`config.mk`:
```
export PLATFORM = sky130hd
export DESIGN_NAME = greedy_two_resource_server_packing
export DESIGN_NICKNAME = d
export VERILOG_FILES = /design/src/hw/rtl/gtrsp_pkg.sv /design/src/hw/rtl/greedy_two_resource_server_packing.sv
export SDC_FILE = /design/constraint.sdc
export NUM_CORES = 2
export LEC_CHECK = 0
export ABC_AREA = 0
export BUFFER_PORTS_ARGS = -buffer_cell sky130_fd_sc_hd__buf_4
export CAP_MARGIN = 10
export CORE_MARGIN = 4
export CORE_UTILIZATION = 63
export CTS_CLUSTER_SIZE = 24
export DETAILED_ROUTE_END_ITERATION = 6
export GPL_TIMING_DRIVEN = 0
export PLACE_DENSITY_LB_ADDON = 0.2
export SLEW_MARGIN = 5
export SYNTH_ARGS = -nofsm -noshare
export SYNTH_HDL_FRONTEND = slang
export SYNTH_SLANG_ARGS = --single-unit
```
`constraint.sdc`:
```
create_clock -name i_clk -period 6.22 [get_ports i_clk]
set_input_delay 0 -clock i_clk [delete_from_list [all_inputs] [get_ports i_clk]]
set_output_delay 0 -clock i_clk [all_outputs]
set_load 0.02 [all_outputs]
```
`src/hw/rtl/gtrsp_pkg.sv`:
```
// Shared types and constants for the greedy two-resource server packer.
// No dependencies; imported by greedy_two_resource_server_packing.
`timescale 1ns / 1ps
`default_nettype none

package gtrsp_pkg;

    localparam int CPU_W       = 8;
    localparam int MEM_W       = 10;
    localparam int MAX_RESULTS = 16;
    localparam int DIV_STEPS   = 10;

    localparam logic [7:0] SERVER_CPU_RST = 8'd56;
    localparam logic [9:0] SERVER_MEM_RST = 10'd128;
    localparam logic [4:0] TYPE_COUNT_RST = 5'd16;

    typedef enum logic [1:0] {
        CMD_LOAD  = 2'd0,
        CMD_PACK  = 2'd1,
        CMD_CLEAR = 2'd2
    } t_cmd;

    typedef enum logic [1:0] {
        ST_PLACED  = 2'd0,
        ST_ACK     = 2'd1,
        ST_NOTHING = 2'd2,
        ST_TOO_BIG = 2'd3
    } t_status;

    typedef enum logic [1:0] {
        CFG_SERVER_CPU   = 2'd0,
        CFG_SERVER_MEM   = 2'd1,
        CFG_OPTIMIZE_MEM = 2'd2,
        CFG_TYPE_COUNT   = 2'd3
    } t_cfg_idx;

    typedef enum logic [3:0] {
        S_IDLE,
        S_CHK,
        S_NONE,
        S_BIG,
        S_SEL,
        S_DIV,
        S_MIN,
        S_MUL,
        S_UPD,
        S_REP,
        S_REP_EMIT
    } t_state;

    typedef struct packed {
        logic [1:0]  cmd;
        logic [3:0]  type_index;
        logic [7:0]  type_cpu;
        logic [9:0]  type_mem;
        logic [15:0] type_demand;
    } t_in;

    typedef struct packed {
        logic [15:0] server_number;
        logic [3:0]  placed_type;
        logic [15:0] placed_count;
        logic [1:0]  status;
        logic        last;
    } t_out;

endpackage

`default_nettype wire

```
`src/hw/rtl/greedy_two_resource_server_packing.sv`:
```
// Greedy two-resource server packer: type table memory, scan sequencer and divider.
// Depends on gtrsp_pkg.
//
// Usage: commands arrive on the input channel (i_in_valid / o_in_stall), results leave
// on the output channel (o_out_valid / i_out_stall) through one output register, and
// the four settings are to be written on the cfg channel (always ready) only while
// idle, which the block itself does not enforce. A load or clear gives one ack beat.
// A pack first scans the n active table entries for the empty and oversized cases,
// then runs selection rounds: each round reads every active entry from the table
// memory, then a 10-step restoring divider, a min, a multiply and a write-back.
// Placement beats leave in ascending type order, the final one flagged last. One
// command is worked on at a time; a stalled receiver holds the output register
// and the sequencer waits for it.
// Reset restores the settings, empties the table (all demands zero) and sets the
// server number to zero; no clearing pass is needed.
`timescale 1ns / 1ps
`default_nettype none

module greedy_two_resource_server_packing #(
    parameter int MAX_TYPES  = 16,
    parameter int COUNT_BITS = 16
) (
    input  wire logic            i_clk,
    input  wire logic            i_rst_n,
    input  wire logic            i_in_valid,
    output logic                 o_in_stall,
    input  wire gtrsp_pkg::t_in  i_in_data,
    output logic                 o_out_valid,
    input  wire logic            i_out_stall,
    output gtrsp_pkg::t_out      o_out_data,
    input  wire logic            i_cfg_valid,
    output logic                 o_cfg_ready,
    input  wire logic [1:0]      i_cfg_index,
    input  wire logic [9:0]      i_cfg_data
);
    import gtrsp_pkg::*;

    localparam int IDX_W = (MAX_TYPES > 1) ? $clog2(MAX_TYPES) : 1;
    localparam int CNT_W = $clog2(MAX_TYPES + 1);

    typedef struct packed {
        logic [CPU_W-1:0]      cpu;
        logic [MEM_W-1:0]      mem;
        logic [COUNT_BITS-1:0] rem;
    } t_entry;

    function automatic logic [15:0] sat16(input logic [COUNT_BITS-1:0] v);
        sat16 = (32'(v) > 32'hFFFF) ? 16'hFFFF : 16'(v);
    endfunction

    // settings
    logic [7:0] r_server_cpu;
    logic [9:0] r_server_mem;
    logic       r_optimize_mem;
    logic [4:0] r_type_count;

    t_state r_state, n_state;

    // memories
    t_entry                r_tab_mem [MAX_TYPES];
    t_entry                r_tab_rd;
    logic [COUNT_BITS-1:0] r_plc_mem [MAX_TYPES];
    logic [COUNT_BITS-1:0] r_plc_rd;
    logic                  tab_we;
    logic [IDX_W-1:0]      tab_waddr;
    t_entry                tab_wdata;

    logic [MAX_TYPES-1:0] r_ld_valid;
    logic [MAX_TYPES-1:0] r_fits;
    logic [MAX_TYPES-1:0] r_placed;

    logic [15:0]      r_next_server;
    logic [CNT_W-1:0] r_i;
    logic             r_pv;
    logic [IDX_W-1:0] r_pidx;
    logic             r_any, r_big, r_found;
    logic [IDX_W-1:0] r_big_idx;
    logic [COUNT_BITS-1:0] r_big_rem;

    logic [CPU_W-1:0]      r_best_cpu;
    logic [MEM_W-1:0]      r_best_mem;
    logic [COUNT_BITS-1:0] r_best_rem;
    logic [IDX_W-1:0]      r_best_idx;
    logic [CPU_W-1:0]      r_cpu_left;
    logic [MEM_W-1:0]      r_mem_left;

    logic [MEM_W-1:0] r_dvc_q, r_dvc_r, r_dvm_q, r_dvm_r;
    logic [3:0]       r_step;
    logic [COUNT_BITS-1:0] r_k;
    logic [CPU_W-1:0] r_pc;
    logic [MEM_W-1:0] r_pm;
    logic [4:0]       r_emitted;

    logic             r_out_valid;
    t_out             r_out;

    // combinational
    logic [CNT_W-1:0] n_types;
    logic             out_free, in_acc, scan_active, scan_done;
    logic             load_wr;
    logic [COUNT_BITS-1:0] rd_rem;
    logic             oversize, elig, better;
    logic [MEM_W-1:0] a1, a2, b1, b2;
    logic [MEM_W:0]   tc, tm;
    logic [COUNT_BITS-1:0] n_k;
    logic [MAX_TYPES-1:0]  above_mask;
    logic             rep_last;
    logic             emit;
    t_out             emit_data;

    assign o_cfg_ready = 1'b1;
    assign n_types = (32'(r_type_count) > MAX_TYPES) ? CNT_W'(MAX_TYPES) : CNT_W'(r_type_count);
    assign out_free = !r_out_valid || !i_out_stall;
    assign o_in_stall = (r_state != S_IDLE) || !out_free;
    assign in_acc = i_in_valid && !o_in_stall;
    assign scan_active = (r_state == S_CHK) || (r_state == S_SEL);
    assign scan_done = (r_i == n_types) && !r_pv;
    assign load_wr = in_acc && (t_cmd'(i_in_data.cmd) == CMD_LOAD)
                     && (32'(i_in_data.type_index) < MAX_TYPES);

    // an entry never loaded since reset or clear holds no demand
    assign rd_rem = r_ld_valid[r_pidx] ? r_tab_rd.rem : '0;
    assign oversize = (r_tab_rd.cpu > r_server_cpu) || (r_tab_rd.mem > r_server_mem);
    assign elig = (rd_rem != '0) && r_fits[r_pidx]
                  && (r_tab_rd.cpu <= r_cpu_left) && (r_tab_rd.mem <= r_mem_left);
    assign a1 = r_optimize_mem ? r_tab_rd.mem : MEM_W'(r_tab_rd.cpu);
    assign a2 = r_optimize_mem ? MEM_W'(r_tab_rd.cpu) : r_tab_rd.mem;
    assign b1 = r_optimize_mem ? r_best_mem : MEM_W'(r_best_cpu);
    assign b2 = r_optimize_mem ? MEM_W'(r_best_cpu) : r_best_mem;
    assign better = !r_found || (a1 > b1) || ((a1 == b1) && (a2 > b2));

    // one restoring division step each for the cpu and memory quotients
    assign tc = {r_dvc_r, r_dvc_q[MEM_W-1]};
    assign tm = {r_dvm_r, r_dvm_q[MEM_W-1]};

    always_comb begin
        n_k = r_best_rem;
        if (r_best_cpu != '0 && 32'(r_dvc_q) < 32'(n_k)) begin
            n_k = COUNT_BITS'(r_dvc_q);
        end
        if (r_best_mem != '0 && 32'(r_dvm_q) < 32'(n_k)) begin
            n_k = COUNT_BITS'(r_dvm_q);
        end
    end

    always_comb begin
        for (int j = 0; j < MAX_TYPES; j++) begin
            above_mask[j] = (j > 32'(r_i)) && (j < 32'(n_types));
        end
    end
    assign rep_last = (r_emitted == 5'(MAX_RESULTS - 1)) || ((r_placed & above_mask) == '0);

    // next state
    always_comb begin
        n_state = r_state;
        case (r_state)
            S_IDLE: begin
                if (in_acc && t_cmd'(i_in_data.cmd) == CMD_PACK) begin
                    n_state = S_CHK;
                end
            end
            S_CHK: begin
                if (scan_done) begin
                    if (!r_any) begin
                        n_state = S_NONE;
                    end else if (r_big) begin
                        n_state = S_BIG;
                    end else begin
                        n_state = S_SEL;
                    end
                end
            end
            S_NONE, S_BIG: begin
                if (out_free) begin
                    n_state = S_IDLE;
                end
            end
            S_SEL: begin
                if (scan_done) begin
                    n_state = r_found ? S_DIV : S_REP;
                end
            end
            S_DIV: begin
                if (r_step == 4'(DIV_STEPS - 1)) begin
                    n_state = S_MIN;
                end
            end
            S_MIN: n_state = S_MUL;
            S_MUL: n_state = S_UPD;
            S_UPD: n_state = S_SEL;
            S_REP: begin
                if (r_i == n_types) begin
                    n_state = S_IDLE;
                end else if (r_placed[r_i[IDX_W-1:0]]) begin
                    n_state = S_REP_EMIT;
                end
            end
            S_REP_EMIT: begin
                if (out_free) begin
                    n_state = rep_last ? S_IDLE : S_REP;
                end
            end
            default: n_state = S_IDLE;
        endcase
    end

    // outputs: result beat and table write
    always_comb begin
        emit = 1'b0;
        emit_data = '0;
        tab_we = 1'b0;
        tab_waddr = r_best_idx;
        tab_wdata = '{cpu: r_best_cpu, mem: r_best_mem, rem: r_best_rem - r_k};
        case (r_state)
            S_IDLE: begin
                if (load_wr) begin
                    tab_we = 1'b1;
                    tab_waddr = IDX_W'(i_in_data.type_index);
                    tab_wdata = '{cpu: i_in_data.type_cpu, mem: i_in_data.type_mem,
                                  rem: COUNT_BITS'(i_in_data.type_demand)};
                end
                if (in_acc && t_cmd'(i_in_data.cmd) == CMD_LOAD) begin
                    emit = 1'b1;
                    emit_data.placed_type = i_in_data.type_index;
                    emit_data.status = ST_ACK;
                    emit_data.last = 1'b1;
                end else if (in_acc && t_cmd'(i_in_data.cmd) == CMD_CLEAR) begin
                    emit = 1'b1;
                    emit_data.status = ST_ACK;
                    emit_data.last = 1'b1;
                end
            end
            S_NONE: begin
                emit = out_free;
                emit_data.server_number = r_next_server;
                emit_data.status = ST_NOTHING;
                emit_data.last = 1'b1;
            end
            S_BIG: begin
                emit = out_free;
                emit_data.server_number = r_next_server;
                emit_data.placed_type = 4'(r_big_idx);
                emit_data.placed_count = sat16(r_big_rem);
                emit_data.status = ST_TOO_BIG;
                emit_data.last = 1'b1;
            end
            S_UPD: tab_we = 1'b1;
            S_REP_EMIT: begin
                emit = out_free;
                emit_data.server_number = r_next_server;
                emit_data.placed_type = 4'(r_i);
                emit_data.placed_count = sat16(r_plc_rd);
                emit_data.status = ST_PLACED;
                emit_data.last = rep_last;
            end
            default: ;
        endcase
    end

    // memories
    always_ff @(posedge i_clk) begin
        if (tab_we) begin
            r_tab_mem[tab_waddr] <= tab_wdata;
        end
        r_tab_rd <= r_tab_mem[r_i[IDX_W-1:0]];
    end

    always_ff @(posedge i_clk) begin
        if (r_state == S_UPD) begin
            r_plc_mem[r_best_idx] <= r_k;
        end
        r_plc_rd <= r_plc_mem[r_i[IDX_W-1:0]];
    end

    // control
    always_ff @(posedge i_clk) begin
        if (!i_rst_n) begin
            r_state <= S_IDLE;
            r_server_cpu <= SERVER_CPU_RST;
            r_server_mem <= SERVER_MEM_RST;
            r_optimize_mem <= 1'b0;
            r_type_count <= TYPE_COUNT_RST;
            r_ld_valid <= '0;
            r_fits <= '1;
            r_placed <= '0;
            r_next_server <= '0;
            r_i <= '0;
            r_pv <= 1'b0;
            r_any <= 1'b0;
            r_big <= 1'b0;
            r_found <= 1'b0;
            r_step <= '0;
            r_emitted <= '0;
            r_out_valid <= 1'b0;
        end else begin
            r_state <= n_state;

            if (i_cfg_valid && o_cfg_ready) begin
                case (t_cfg_idx'(i_cfg_index))
                    CFG_SERVER_CPU:   r_server_cpu <= i_cfg_data[7:0];
                    CFG_SERVER_MEM:   r_server_mem <= i_cfg_data;
                    CFG_OPTIMIZE_MEM: r_optimize_mem <= i_cfg_data[0];
                    CFG_TYPE_COUNT:   r_type_count <= i_cfg_data[4:0];
                    default: ;
                endcase
            end

            if (emit) begin
                r_out_valid <= 1'b1;
            end else if (!i_out_stall) begin
                r_out_valid <= 1'b0;
            end

            if (load_wr) begin
                r_ld_valid[IDX_W'(i_in_data.type_index)] <= 1'b1;
            end
            if (in_acc && t_cmd'(i_in_data.cmd) == CMD_CLEAR) begin
                r_ld_valid <= '0;
                r_next_server <= '0;
            end
            if (in_acc && t_cmd'(i_in_data.cmd) == CMD_PACK) begin
                r_i <= '0;
                r_pv <= 1'b0;
                r_any <= 1'b0;
                r_big <= 1'b0;
            end

            // pipelined table scan: address now, data next cycle
            if (scan_active) begin
                r_pv <= (r_i < n_types);
                if (r_i < n_types) begin
                    r_i <= r_i + 1'b1;
                end
            end
            if (r_state == S_CHK && r_pv && rd_rem != '0) begin
                r_any <= 1'b1;
                if (oversize) begin
                    r_big <= 1'b1;
                end
            end
            if (r_state == S_SEL && r_pv && elig && better) begin
                r_found <= 1'b1;
            end

            // fresh server
            if (r_state == S_CHK && n_state == S_SEL) begin
                r_fits <= '1;
                r_placed <= '0;
            end
            if (n_state == S_SEL && r_state != S_SEL) begin
                r_i <= '0;
                r_pv <= 1'b0;
                r_found <= 1'b0;
            end
            if (r_state == S_SEL && n_state == S_DIV) begin
                r_step <= '0;
            end
            if (r_state == S_DIV) begin
                r_step <= r_step + 1'b1;
            end
            if (r_state == S_UPD) begin
                r_fits[r_best_idx] <= 1'b0;
                r_placed[r_best_idx] <= 1'b1;
            end

            if (r_state == S_SEL && n_state == S_REP) begin
                r_i <= '0;
                r_emitted <= '0;
            end
            if (r_state == S_REP && n_state == S_IDLE) begin
                r_next_server <= r_next_server + 1'b1;
            end
            if (r_state == S_REP && r_i != n_types && !r_placed[r_i[IDX_W-1:0]]) begin
                r_i <= r_i + 1'b1;
            end
            if (r_state == S_REP_EMIT && out_free) begin
                if (rep_last) begin
                    r_next_server <= r_next_server + 1'b1;
                end else begin
                    r_i <= r_i + 1'b1;
                    r_emitted <= r_emitted + 1'b1;
                end
            end
        end
    end

    // datapath
    always_ff @(posedge i_clk) begin
        if (emit) begin
            r_out <= emit_data;
        end
        r_pidx <= r_i[IDX_W-1:0];

        if (r_state == S_CHK && r_pv && rd_rem != '0 && oversize && !r_big) begin
            r_big_idx <= r_pidx;
            r_big_rem <= rd_rem;
        end
        if (r_state == S_CHK && n_state == S_SEL) begin
            r_cpu_left <= r_server_cpu;
            r_mem_left <= r_server_mem;
        end
        if (r_state == S_SEL && r_pv && elig && better) begin
            r_best_cpu <= r_tab_rd.cpu;
            r_best_mem <= r_tab_rd.mem;
            r_best_rem <= rd_rem;
            r_best_idx <= r_pidx;
        end

        if (r_state == S_SEL && n_state == S_DIV) begin
            r_dvc_q <= MEM_W'(r_cpu_left);
            r_dvc_r <= '0;
            r_dvm_q <= r_mem_left;
            r_dvm_r <= '0;
        end
        if (r_state == S_DIV) begin
            if (tc >= {1'b0, MEM_W'(r_best_cpu)}) begin
                r_dvc_r <= MEM_W'(tc - {1'b0, MEM_W'(r_best_cpu)});
                r_dvc_q <= {r_dvc_q[MEM_W-2:0], 1'b1};
            end else begin
                r_dvc_r <= MEM_W'(tc);
                r_dvc_q <= {r_dvc_q[MEM_W-2:0], 1'b0};
            end
            if (tm >= {1'b0, r_best_mem}) begin
                r_dvm_r <= MEM_W'(tm - {1'b0, r_best_mem});
                r_dvm_q <= {r_dvm_q[MEM_W-2:0], 1'b1};
            end else begin
                r_dvm_r <= MEM_W'(tm);
                r_dvm_q <= {r_dvm_q[MEM_W-2:0], 1'b0};
            end
        end
        if (r_state == S_MIN) begin
            r_k <= n_k;
        end
        // a nonzero need bounds k by its quotient, so ten bits of k suffice
        if (r_state == S_MUL) begin
            r_pc <= CPU_W'(MEM_W'(r_k) * r_best_cpu);
            r_pm <= MEM_W'(MEM_W'(r_k) * r_best_mem);
        end
        if (r_state == S_UPD) begin
            r_cpu_left <= r_cpu_left - r_pc;
            r_mem_left <= r_mem_left - r_pm;
        end
    end

    assign o_out_valid = r_out_valid;
    assign o_out_data = r_out;

    a_cpu_never_grows: assert property (@(posedge i_clk) disable iff (!i_rst_n)
        r_state == S_UPD |=> r_cpu_left <= $past(r_cpu_left))
        else $error("cpu left grew on write-back");

    a_best_has_demand: assert property (@(posedge i_clk) disable iff (!i_rst_n)
        r_state == S_MIN |-> r_best_rem != '0 && n_k != '0)
        else $error("selected type places nothing");

    a_report_placed_only: assert property (@(posedge i_clk) disable iff (!i_rst_n)
        r_state == S_REP_EMIT |-> r_placed[r_i[IDX_W-1:0]])
        else $error("report beat for a type not placed");

    a_results_capped: assert property (@(posedge i_clk) disable iff (!i_rst_n)
        r_emitted < 5'(MAX_RESULTS))
        else $error("too many placement beats");

endmodule

`default_nettype wire

```
==> metrics.md <==
| Metric | Value |
|---|---|
| Die width | `292 µm` |
| P_leak | `0.0200 µW` |
| Final estimated routing congestion in global placement | `0.926` |
| Layout Skew | `0.0836 ns` |
| Flop pwr share | `53.1%` |
| Peak Freq | `0.184 GHz` |
| I/O pins | `99` |
| Detail Route Antenna Nets | `0` |
| RSZ-0062 raised after global routing | `false` |
| Sw frac | `20.9%` |
| Via count | `31800` |
| Top-count cell post-synth | `edfxtp_1` |
| # port buffers | `97` |
| Core Area | `0.0794 mm²` |
| Share of synthesized registers carrying an async set or reset | `0%` |
| HP Class | `input port to flip-flop` |
| Post-synth top flop | `edfxtp_1` |
| Max Slew Vio Count | `0` |
| Post-synth EDFFs | `989` |
| Maxcap violations | `0` |
| Hold Fails Final Rpt | `0` |
| Clk network pwr share | `44.3%` |
| Dpl hpwl | `96.0 mm` |
| Arr. time, crit path | `5.85 ns` |
| Vias per cell | `6.71` |
| Initial Util | `63.8%` |
| Cts bufs inserted | `110` |
| Initial antenna violation count | `4` |
| Share of cells above drive strength 1 | `18.5%` |
| Post-detailed-route wirelength per cell | `31.0 µm` |
| Vias in the first global route | `32000` |
| Syn Inst Count | `3259` |
| Kind of critical path | `flip-flop to flip-flop` |
| CP Launch Type | `flip-flop` |
| Total power | `15800 µW` |
| Yosys cell types | `70` |
| Die area | `0.0850 mm²` |
| Final Critical Period | `5.43 ns` |
| Logic pwr share | `2.6%` |
| Clk sink count | `1154` |
| Crit-path max FO | `17` |
| Commonest cells in the synthesized netlist | `edfxtp_1, mux4_2, nand2_1, inv_1, nor2_1` |
| First-pass GRT wire length | `214 mm` |
| Slew HR | `14.4%` |
| Final std cells w/o fill | `4741` |
| Critical path capture point type | `flip-flop` |
| Final Cycle Share | `87.3%` |
| Total Routing Usage GR | `34.3%` |
| Total Wirelength | `147 mm` |
| Area leader, netlist | `edfxtp_1` |
| Avg Cell Area, Syn | `15.6 µm²` |
| Cell area after synthesis | `0.0507 mm²` |
| Net switching power | `3300 µW` |
| Dpl cells | `4464` |
| Worst VDD drop | `0.000326 V` |
| DP Area | `0.0539 mm²` |
| Worst skew pair latency | `0.71 ns` |
| Initial DRC Count | `4086` |
| Sequential area share after synthesis | `65.1%` |
| First-pass DRT Iterations | `6` |
| Num rows | `103` |
| Die Span Y | `292 µm` |
| Status | `complete, no violations` |
| Pwr/cell area | `271 mW/mm²` |
| # DRC | `0` |
| Area share of the largest cell type after synthesis | `58.6%` |
| Design area | `0.0584 mm²` |
| Worst-margin pin slew | `1.27 ns` |
| CTS root buf | `clkbuf_16` |
| Largest cells by area after synthesis | `edfxtp_1, mux4_2, dfxtp_1, ha_1, nand2_1` |
| CTS Buffer Depth | `3` |
| Yosys reg bits | `1154` |
| Yosys warns | `0` |
| Syn Nets | `3531` |
| Largest net degree at the start of global routing | `41` |
| CTS tree | `yes` |
| # setup viols final | `0` |
| Int Power | `12500 µW` |
| Global route overflow | `0` |
| Clock transition at path regs | `0.06 ns` |
| H-tree levels | `3` |
| Layout net count | `3864` |
| WP data required | `6.64 ns` |
| Area Overhead vs Synth | `15.3%` |
## layout make-up
class	count	area (µm²)
multi-input cells	1752	16600
diodes	2	5.00
well taps	1050	1310
repair buffers	221	2340
inverters	210	788
fillers	4774	21000
clock buffers	138	3000
plain buffers	143	553
clock inverters	71	811
flip-flops and latches	1154	33000
## kinds of logic after synthesis
kind of cell / share of synthesized area, %
other: 0.00740
AO/OA/AOI/OAI: 5.46
multiplexers: 13.2
flip-flops: 65.1
AND/OR/NAND/NOR: 6.34
buffers and inverters: 2.64
adder cells (fa/ha/maj): 5.89
XOR/XNOR: 1.35
## timing repair
item	4_1_cts	5_1_grt
resized for setup	0	0
endpoints found under the hold margin	258	70
hold buffers	50	6
buffers inserted	0	0
## critical path: stages, from the launching register on
cell and delay, ns:
edfxtp_1 0.71, clkbuf_1 0.41, inv_1 0.45, nor2_1 0.14, fa_1 0.46, fa_1 0.55, inv_1 0.05, fa_1 0.47
fa_1 0.55, inv_1 0.06, fa_1 0.43, xnor2_1 0.20, xnor2_1 0.15, xnor2_1 0.10, xnor2_1 0.35, xnor2_1 0.13
## cells in the final DEF, fill, tap and decap left out, types with 23 or more instances in the layout
master	synthesis	final
edfxtp_1	989	989
mux4_2	264	264
nand2_1	225	225
inv_1	208	207
ha_1	176	176
nor2_1	184	175
dfxtp_1	165	165
clkbuf_1	114	130
buf_4	1	114
clkbuf_16	0	113
o21ai_0	142	111
a21oi_1	99	99
xnor2_1	56	56
dlygate4sd3_1	0	56
mux2i_1	52	52
and2_1	48	48
nor2b_1	39	39
fa_1	39	39
nand3_1	38	38
a21o_1	30	30
clkinv_2	0	27
nand2b_1	24	24
nand4_1	24	24
buf_1	24	24
nor3_1	25	23
## flip-flops by register name (all words and copies together), names as in the netlist, 16 cells and up
name           flops
r_tab_mem        544
r_plc_mem        256
o_out_data        39
r_tab_rd          34
r_best_rem        16
r_big_rem         16
r_fits            16
r_k               16
r_ld_valid        16
r_next_server     16
r_placed          16
r_plc_rd          16
## power groups by stage
| stage | Combinational (µW) | Sequential, µW | Clock (µW) |
|---|---|---|---|
| after detailed placement | 372 | 8570 | 0 |
| after global placement | 339 | 8580 | 0 |
| after floorplan | 193 | 8570 | 0 |
| after CTS | 400 | 8410 | 7040 |
| after global routing | 442 | 8410 | 7410 |
| final | 415 | 8410 | 7010 |
## final timing paths
| check | start | cells past startpoint | end | slack, ns |
|---|---|---|---|---|
| hold / removal | i_in_data[25] | 3 | r_tab_mem[10][25]$_DFFE_PP_ | 0.07 |
| hold reg to reg | r_i[0]$_SDFF_PN0_ | 0 | r_pidx[0]$_DFF_P_ | 0.39 |
| setup reg to reg | r_k[2]$_DFFE_PP_ | 15 | r_pm[9]$_DFFE_PN_ | 0.79 |
| setup / recovery | r_k[2]$_DFFE_PP_ | 15 | r_pm[9]$_DFFE_PN_ | 0.79 |
## metal layers
metal	share of wire (%)	up-vias	global-route usage, %	wire length (µm)
met5	0	-	0	0
met4	4.3	0	12.5	6310
met3	11	381	7.13	16500
met2	48	2185	55.8	71100
met1	36	16100	46.9	52900
li1	-	13100	-	-
## metrics by stage
step / util, % / worst slack (ns) / TNS (ns) / hold WS, ns
5_1_grt: 73.6 / 0.577 / 0 / 0.112
2_1_floorplan: - / 1.41 / 0 / 0.125
3_5_place_dp: 68.0 / 0.819 / 0 / 0.258
4_1_cts: 73.4 / 0.873 / 0 / 0.0423
6_report: 73.6 / 0.790 / 0 / 0.0662
3_3_place_gp: 66.4 / -3.05 / -1157.27 / 0.249
No activity file was read; power rests on OpenSTA's default activity.
